--- src/rtl/ofam_pkg.sv ---
package ofam_pkg;

    localparam logic [15:0] PAGE_HIGH = 16'hFF00;

    localparam logic [4:0] M_IMP    = 5'd0;
    localparam logic [4:0] M_R      = 5'd1;
    localparam logic [4:0] M_R_R    = 5'd2;
    localparam logic [4:0] M_R_D8   = 5'd3;
    localparam logic [4:0] M_R_D16  = 5'd4;
    localparam logic [4:0] M_D16    = 5'd5;
    localparam logic [4:0] M_MR_R   = 5'd6;
    localparam logic [4:0] M_R_MR   = 5'd7;
    localparam logic [4:0] M_R_HLI  = 5'd8;
    localparam logic [4:0] M_R_HLD  = 5'd9;
    localparam logic [4:0] M_HLI_R  = 5'd10;
    localparam logic [4:0] M_HLD_R  = 5'd11;
    localparam logic [4:0] M_R_A8   = 5'd12;
    localparam logic [4:0] M_A8_R   = 5'd13;
    localparam logic [4:0] M_HL_SPR = 5'd14;
    localparam logic [4:0] M_D8     = 5'd15;
    localparam logic [4:0] M_A16_R  = 5'd16;
    localparam logic [4:0] M_D16_R  = 5'd17;
    localparam logic [4:0] M_MR_D8  = 5'd18;
    localparam logic [4:0] M_MR     = 5'd19;
    localparam logic [4:0] M_R_A16  = 5'd20;
    localparam logic [4:0] MODE_LAST = M_R_A16;

    localparam logic ACT_START = 1'b0;
    localparam logic ACT_BYTE  = 1'b1;

    typedef enum logic [1:0] {
        KIND_READ    = 2'd0,
        KIND_DONE    = 2'd1,
        KIND_UNKNOWN = 2'd2,
        KIND_PROTO   = 2'd3
    } kind_t;

    typedef struct packed {
        kind_t       kind;
        logic [15:0] read_address;
        logic [15:0] operand_value;
        logic [15:0] dest_address;
        logic        dest_is_memory;
        logic [15:0] new_pc;
        logic [15:0] new_hl;
        logic        hl_changed;
    } res_t;

    typedef struct packed {
        logic        busy;
        logic [4:0]  pending_mode;
        logic [1:0]  reads_done;
        logic [7:0]  low_byte;
        logic [15:0] saved_pc;
        logic [15:0] saved_first;
        logic [15:0] saved_second;
        logic [15:0] saved_hl;
    } fetch_state_t;

    function automatic logic [1:0] reads_needed(input logic [4:0] m);
        logic [1:0] n;
        unique case (m)
            M_R_D8, M_R_MR, M_R_HLI, M_R_HLD, M_R_A8, M_A8_R,
            M_HL_SPR, M_D8, M_MR_D8, M_MR:
                n = 2'd1;
            M_R_D16, M_D16, M_A16_R, M_D16_R:
                n = 2'd2;
            M_R_A16:
                n = 2'd3;
            default:
                n = 2'd0;
        endcase
        return n;
    endfunction

endpackage

--- src/rtl/ofam_step.sv ---
module ofam_step (
    input  logic                  action,
    input  logic [4:0]            mode,
    input  logic                  first_is_c,
    input  logic                  second_is_c,
    input  logic [15:0]           first_value,
    input  logic [15:0]           second_value,
    input  logic [15:0]           pc_value,
    input  logic [15:0]           hl_value,
    input  logic [7:0]            bus_byte,
    input  ofam_pkg::fetch_state_t st,
    output ofam_pkg::fetch_state_t st_next,
    output ofam_pkg::res_t        res
);
    import ofam_pkg::*;

    function automatic res_t finish(input fetch_state_t s, input logic [15:0] v,
                                    input logic c1);
        res_t r;
        r = '0;
        r.kind = KIND_DONE;
        r.new_pc = s.saved_pc;
        r.new_hl = s.saved_hl;
        unique case (s.pending_mode)
            M_R:
                r.operand_value = s.saved_first;
            M_R_R:
                r.operand_value = s.saved_second;
            M_R_D8, M_R_A8, M_HL_SPR, M_D8:
            begin
                r.operand_value = v;
                r.new_pc = s.saved_pc + 16'd1;
            end
            M_R_D16, M_D16, M_R_A16:
            begin
                r.operand_value = v;
                r.new_pc = s.saved_pc + 16'd2;
            end
            M_MR_R:
            begin
                r.operand_value = s.saved_second;
                r.dest_address = s.saved_first | (c1 ? PAGE_HIGH : 16'h0000);
                r.dest_is_memory = 1'b1;
            end
            M_R_MR:
                r.operand_value = v;
            M_R_HLI:
            begin
                r.operand_value = v;
                r.new_hl = s.saved_hl + 16'd1;
                r.hl_changed = 1'b1;
            end
            M_R_HLD:
            begin
                r.operand_value = v;
                r.new_hl = s.saved_hl - 16'd1;
                r.hl_changed = 1'b1;
            end
            M_HLI_R:
            begin
                r.operand_value = s.saved_second;
                r.dest_address = s.saved_first;
                r.dest_is_memory = 1'b1;
                r.new_hl = s.saved_hl + 16'd1;
                r.hl_changed = 1'b1;
            end
            M_HLD_R:
            begin
                r.operand_value = s.saved_second;
                r.dest_address = s.saved_first;
                r.dest_is_memory = 1'b1;
                r.new_hl = s.saved_hl - 16'd1;
                r.hl_changed = 1'b1;
            end
            M_A8_R:
            begin
                r.dest_address = PAGE_HIGH | {8'h00, v[7:0]};
                r.dest_is_memory = 1'b1;
                r.new_pc = s.saved_pc + 16'd1;
            end
            M_A16_R, M_D16_R:
            begin
                r.operand_value = s.saved_second;
                r.dest_address = v;
                r.dest_is_memory = 1'b1;
                r.new_pc = s.saved_pc + 16'd2;
            end
            M_MR_D8:
            begin
                r.operand_value = v;
                r.dest_address = s.saved_first;
                r.dest_is_memory = 1'b1;
                r.new_pc = s.saved_pc + 16'd1;
            end
            M_MR:
            begin
                r.operand_value = v;
                r.dest_address = s.saved_first;
                r.dest_is_memory = 1'b1;
            end
            default:
            begin
            end
        endcase
        return r;
    endfunction

    fetch_state_t start_st;
    logic [1:0]   need_start;
    logic [1:0]   need_pending;
    logic [15:0]  start_addr;
    logic [15:0]  word;

    always_comb
    begin
        start_st = '0;
        start_st.pending_mode = mode;
        start_st.saved_first = first_value;
        start_st.saved_second = second_value;
        start_st.saved_pc = pc_value;
        start_st.saved_hl = hl_value;
        need_start = reads_needed(mode);
        need_pending = reads_needed(st.pending_mode);
        word = {bus_byte, st.low_byte};

        priority if (mode == M_R_MR)
            start_addr = second_value | (second_is_c ? PAGE_HIGH : 16'h0000);
        else if (mode == M_R_HLI || mode == M_R_HLD)
            start_addr = second_value;
        else if (mode == M_MR)
            start_addr = first_value;
        else
            start_addr = pc_value;

        st_next = st;
        res = '0;

        if (action == ACT_START)
        begin
            st_next.busy = 1'b0;
            if (mode > MODE_LAST)
            begin
                res.kind = KIND_UNKNOWN;
            end
            else
            begin
                st_next = start_st;
                if (need_start == 2'd0)
                begin
                    res = finish(start_st, 16'h0000, first_is_c);
                end
                else
                begin
                    st_next.busy = 1'b1;
                    res.kind = KIND_READ;
                    res.read_address = start_addr;
                end
            end
        end
        else if (!st.busy)
        begin
            res.kind = KIND_PROTO;
        end
        else
        begin
            st_next.reads_done = st.reads_done + 2'd1;
            unique case (st.reads_done)
                2'd0:
                begin
                    st_next.low_byte = bus_byte;
                    if (need_pending == 2'd1)
                    begin
                        st_next.busy = 1'b0;
                        res = finish(st, {8'h00, bus_byte}, 1'b0);
                    end
                    else
                    begin
                        res.kind = KIND_READ;
                        res.read_address = st.saved_pc + 16'd1;
                    end
                end
                2'd1:
                begin
                    if (need_pending == 2'd2)
                    begin
                        st_next.busy = 1'b0;
                        res = finish(st, word, 1'b0);
                    end
                    else
                    begin
                        res.kind = KIND_READ;
                        res.read_address = word;
                    end
                end
                default:
                begin
                    st_next.busy = 1'b0;
                    res = finish(st, {8'h00, bus_byte}, 1'b0);
                end
            endcase
        end
    end

endmodule

--- src/rtl/ofam_outreg.sv ---
module ofam_outreg (
    input  logic            clk,
    input  logic            rst_n,
    input  logic            in_valid,
    output logic            in_stall,
    output logic            load,
    input  ofam_pkg::res_t  res,
    output logic            out_valid,
    input  logic            out_stall,
    output logic [1:0]      kind,
    output logic [15:0]     read_address,
    output logic [15:0]     operand_value,
    output logic [15:0]     dest_address,
    output logic            dest_is_memory,
    output logic [15:0]     new_pc,
    output logic [15:0]     new_hl,
    output logic            hl_changed
);
    import ofam_pkg::*;

    logic valid_reg;
    logic valid_next;
    res_t res_reg;

    assign in_stall = valid_reg && out_stall;
    assign load = in_valid && !in_stall;
    assign valid_next = load || (valid_reg && out_stall);

    always_ff @(posedge clk or negedge rst_n)
    begin
        if (!rst_n)
        begin
            valid_reg <= 1'b0;
        end
        else
        begin
            valid_reg <= valid_next;
        end
    end

    always_ff @(posedge clk)
    begin
        if (load)
        begin
            res_reg <= res;
        end
    end

    assign out_valid = valid_reg;
    assign kind = res_reg.kind;
    assign read_address = res_reg.read_address;
    assign operand_value = res_reg.operand_value;
    assign dest_address = res_reg.dest_address;
    assign dest_is_memory = res_reg.dest_is_memory;
    assign new_pc = res_reg.new_pc;
    assign new_hl = res_reg.new_hl;
    assign hl_changed = res_reg.hl_changed;

    a_not_done_clean: assert property (@(posedge clk) disable iff (!rst_n)
        valid_reg && res_reg.kind != KIND_DONE |->
            !res_reg.hl_changed && !res_reg.dest_is_memory && res_reg.new_pc == 16'h0000)
        else $error("Non-final result carries completion fields.");

    a_read_no_data: assert property (@(posedge clk) disable iff (!rst_n)
        valid_reg && res_reg.kind == KIND_DONE |-> res_reg.read_address == 16'h0000)
        else $error("Final result carries a read address.");

endmodule

--- src/rtl/operand_fetch_addressing_modes.sv ---
// Channel   Direction  Handshake              Payload
// input     in         in_valid / in_stall    action, mode, first_is_c, second_is_c,
//                                             first_value, second_value, pc_value,
//                                             hl_value, bus_byte
// output    out        out_valid / out_stall  kind, read_address, operand_value,
//                                             dest_address, dest_is_memory, new_pc,
//                                             new_hl, hl_changed
//
// One transaction is accepted per cycle unless the input is stalled, and each produces exactly one result transaction.
// The result appears in the output register on the cycle after acceptance.
// The fetch state is updated in the same single pass from the input and the saved state.
// The input stalls only when the output register is full and the output is stalled.
// Reset clears the fetch state and empties the output register.
module operand_fetch_addressing_modes (
    input  logic        clk,
    input  logic        rst_n,
    input  logic        in_valid,
    output logic        in_stall,
    input  logic        action,
    input  logic [4:0]  mode,
    input  logic        first_is_c,
    input  logic        second_is_c,
    input  logic [15:0] first_value,
    input  logic [15:0] second_value,
    input  logic [15:0] pc_value,
    input  logic [15:0] hl_value,
    input  logic [7:0]  bus_byte,
    output logic        out_valid,
    input  logic        out_stall,
    output logic [1:0]  kind,
    output logic [15:0] read_address,
    output logic [15:0] operand_value,
    output logic [15:0] dest_address,
    output logic        dest_is_memory,
    output logic [15:0] new_pc,
    output logic [15:0] new_hl,
    output logic        hl_changed
);
    import ofam_pkg::*;

    fetch_state_t st_reg;
    fetch_state_t st_next;
    res_t         res;
    logic         load;

    ofam_step u_step (
        .action       (action),
        .mode         (mode),
        .first_is_c   (first_is_c),
        .second_is_c  (second_is_c),
        .first_value  (first_value),
        .second_value (second_value),
        .pc_value     (pc_value),
        .hl_value     (hl_value),
        .bus_byte     (bus_byte),
        .st           (st_reg),
        .st_next      (st_next),
        .res          (res)
    );

    ofam_outreg u_outreg (
        .clk            (clk),
        .rst_n          (rst_n),
        .in_valid       (in_valid),
        .in_stall       (in_stall),
        .load           (load),
        .res            (res),
        .out_valid      (out_valid),
        .out_stall      (out_stall),
        .kind           (kind),
        .read_address   (read_address),
        .operand_value  (operand_value),
        .dest_address   (dest_address),
        .dest_is_memory (dest_is_memory),
        .new_pc         (new_pc),
        .new_hl         (new_hl),
        .hl_changed     (hl_changed)
    );

    always_ff @(posedge clk or negedge rst_n)
    begin
        if (!rst_n)
        begin
            st_reg <= '0;
        end
        else if (load)
        begin
            st_reg <= st_next;
        end
    end

    a_busy_count: assert property (@(posedge clk) disable iff (!rst_n)
        st_reg.busy |-> st_reg.reads_done != 2'd3)
        else $error("Fetch is busy after its last byte.");

    a_idle_byte: assert property (@(posedge clk) disable iff (!rst_n)
        load && action == ACT_BYTE && !st_reg.busy |=>
            out_valid && kind == KIND_PROTO && $stable(st_reg))
        else $error("Byte without a pending fetch was not rejected.");

    a_unknown_idle: assert property (@(posedge clk) disable iff (!rst_n)
        load && action == ACT_START && mode > MODE_LAST |=>
            !st_reg.busy && kind == KIND_UNKNOWN)
        else $error("Unknown mode left the fetch busy.");

endmodule
--- config.mk ---
export PLATFORM = sky130hd
export DESIGN_NAME = operand_fetch_addressing_modes
export DESIGN_NICKNAME = d
export VERILOG_FILES = /design/src/rtl/ofam_pkg.sv /design/src/rtl/ofam_step.sv /design/src/rtl/ofam_outreg.sv /design/src/rtl/operand_fetch_addressing_modes.sv
export SDC_FILE = /design/constraint.sdc
export NUM_CORES = 1
export LEC_CHECK = 0
export BUFFER_PORTS_ARGS = -buffer_cell sky130_fd_sc_hd__buf_2
export CORE_MARGIN = 2
export CORE_UTILIZATION = 60
export CTS_CLUSTER_DIAMETER = 50
export DETAILED_ROUTE_END_ITERATION = 6
export PLACE_DENSITY = 0.84
export SETUP_SLACK_MARGIN = 0.2
export SYNTH_ARGS = -nofsm -noshare
export SYNTH_HDL_FRONTEND = slang
export SYNTH_SLANG_ARGS = --single-unit
--- constraint.sdc ---
create_clock -name clk -period 6.75 [get_ports clk]
set_clock_uncertainty 0.1 [all_clocks]
set_input_delay 0.675 -clock clk [delete_from_list [all_inputs] [get_ports clk]]
set_output_delay 0.675 -clock clk [all_outputs]
set_load 0.005 [all_outputs]
==> summary.md <==
| Metric | Value |
|---|---|
| Worst r2r dst | u_outreg.new_hl[14] |
| Period utilisation layout | 67.6% |
| Worst Max-Slew Pin Slew | 1240 ps |
| Setup TNS | 0 ps |
| Min-Delay Path Class | in2async |
| Root Buffer | clkbuf_16 |
| Vias in the first global route | 8864 |
| H-tree Lvls | 4 |
| Max FFs per register | 80 |
| Post-CTS Hold Buffers | 0 |
| IO Port Bufs | 169 |
| Fmax | 0.219 GHz |
| Reg clk slew, reported paths | 70 ps |
| Overall via count from detail_route | 9486 |
| Commonest non-fill, non-tap cell in the layout | buf_2 |
| Core area | 17200 µm² |
| Crit path launch | st_reg[78] |
| Vias/cell | 6.54 |
| Clk_lat worst skew | 440 ps |
| DP Area | 11500 µm² |
| Lkg Pwr | 4.98 nW |
| CTS tree | done |
| Number of synthesized flops with an enable pin | 84 |
| Relative slew slack | 16.9% |
| Flops & latches, synth | 165 |
| DRT Pass-1 Iters | 6 |
| Drt initial violations | 1111 |
| Ys async rst share | 49.1% |
| Worst Path Arrival | 4640 ps |
| Worst R2R Setup Slack | 2180 ps |
| Mapped Area | 10600 µm² |
| Worst Path Required | 6830 ps |
| Worst r2r path cells | 14 |
| Wire per inst | 21.1 µm |
| HPWL after DPL | 21500 µm |
| Die Y-Extent | 137 µm |
| DRT antenna net count | 0 |
| Clk buf depth | 2 |
| Initial antenna violation count | 2 |
| Worst Setup End Kind | flop |
| Slew Limit Fails | 0 |
| P&R area growth vs syn | 14.7% |
| Grt total ovfl | 0 |
| Area leader, netlist | edfxtp_1 |
| CTS Buf Count | 17 |
| Initial core utilization | 61.3% |
| Nets | 1336 |
| Final hold vios | 0 |
| DR DRC count | 0 |
| Row Count | 48 |
| First-pass GRT wire length | 47000 µm |
| Post-synth top flop | edfxtp_1 |
| Crit-path max FO | 24 |
| Final min period | 4570 ps |
| Post-CTS Setup Inserts | 0 |
| Clock net sink count | 165 |
| Layout cell share with drive strength beyond 1 | 25.4% |
| Dominant cells by area after synthesis | edfxtp_1, dfrtp_1, mux2_2 |
| Max Cap Viol | 0 |
| Synthesized net count | 1203 |
| Tot GR Track Use | 32.9% |
| I/O Pins | 170 |
| Die ar. | 18700 µm² |
| Power density cells | 280 nW/µm² |
| Final RePlAce weighted congestion | 0.932 |
| N_diodes | 0 |
| CTS resizes | 0 |
| Cell variety after synth | 68 |
| Seq/Total Area, Yosys | 43.0% |
| Worst vdd ir | 0.195 mV |
| Status | completed |
| Final Power | 3.39 mW |
| Synth top area share | 23.9% |
| Die Wd | 137 µm |
| WS Path Type | reg2reg |
| Syn avg cell area | 9.79 µm² |
| RSZ-0062 raised after global routing | false |
| Reg-to-Reg Start | st_reg[78] |
| Fin area | 12100 µm² |
| Cell count after synthesis | 1080 |
| Synth warnings | 0 |
| Pin count of the biggest net entering global routing | 73 |
| Post-Route WL | 30600 µm |
| Startpoint Class | flop |
| Commonest cells after routing, fill and taps aside | buf_2, nand2_1, edfxtp_1 |
| Endpoints failing setup | 0 |
-- worst max-delay path by stage --
stage / end / cells past startpoint
after floorplan: st_reg[10] / 6
after global placement: u_outreg.new_hl[15] / 14
after detailed placement: u_outreg.new_hl[15] / 14
after CTS: u_outreg.new_hl[14] / 14
after global routing: u_outreg.new_hl[14] / 14
final: u_outreg.new_hl[14] / 14
-- Yosys cell counts, types with 5 or more instances --
cell type	instances
nand4_1	5
and3_1	8
nor2b_1	15
nand2_1	97
o21a_1	5
a221oi_1	10
dfrtp_1	81
inv_1	27
a21o_1	14
and2_1	8
nand3_1	25
o21ai_0	77
xor2_1	29
clkbuf_1	37
a22oi_1	56
nor3_1	12
mux2_2	75
a21oi_1	59
a31oi_1	7
o22ai_1	53
mux2i_1	12
nor2_1	82
ha_1	37
o221ai_1	18
xnor2_1	31
a211oi_1	6
buf_2	24
edfxtp_1	84
nand2b_1	16
-- worst max-delay path: stages (launching register included) --
cell	delay (ps)
dfrtp_1	690
nand2b_1	260
nand2b_1	720
nor2_1	90
buf_4	260
fa_1	420
a21o_1	190
a21o_1	210
a2111oi_0	360
or2_1	210
a31oi_1	130
a21o_1	200
a21oi_1	160
xor2_1	180
o221ai_1	130
-- per-stage QoR --
stage	hold WS [ps]	instances	setup WS (ps)	util, %
after floorplan	279	1080	1870	-
after detailed placement	395	1419	2030	66.9
after global placement	378	1419	2170	66.9
after global routing	55.6	1451	1790	70.4
after CTS	41.8	1451	2240	70.4
final	31.0	1451	2180	70.4
-- power by group --
part,internal [mW],leakage [nW],switching (mW)
Combinational,0.416,2.89,0.590
Clock,0.552,0.288,0.442
Sequential,1.22,1.80,0.167
-- metal layers --
layer / global-route usage [%] / routed length, µm
met1: 42.9 / 11900
met2: 52.8 / 14300
met3: 6.26 / 3210
met4: 16.3 / 1230
met5: 0 / 21
-- cells by family (layout without fill, tap and decap cells) --
kind of cell               Yosys count  after routing  synth area share, %
and+or+nand+nor                    290            290                 12.8
xor gates and xnor gates            60             60                 4.97
DFF                                165            165                 43.0
adders and majority gates           39             39                 4.76
muxes                               87             87                 9.13
buffers and inverters               95            241                 3.94
AOI/OAI and AO/OA                  344            344                 21.4
-- area by class of cell --
| class | count | area, µm² |
|---|---|---|
| tap | 225 | 282 |
| fill | 1322 | 5110 |
| clock buffer | 20 | 468 |
| timing repair buffer | 182 | 946 |
| clock inverter | 12 | 129 |
| inverter | 27 | 101 |
| multi-input combinational | 820 | 5650 |
| sequential | 165 | 4550 |
Power figures use the tool's default switching activity.
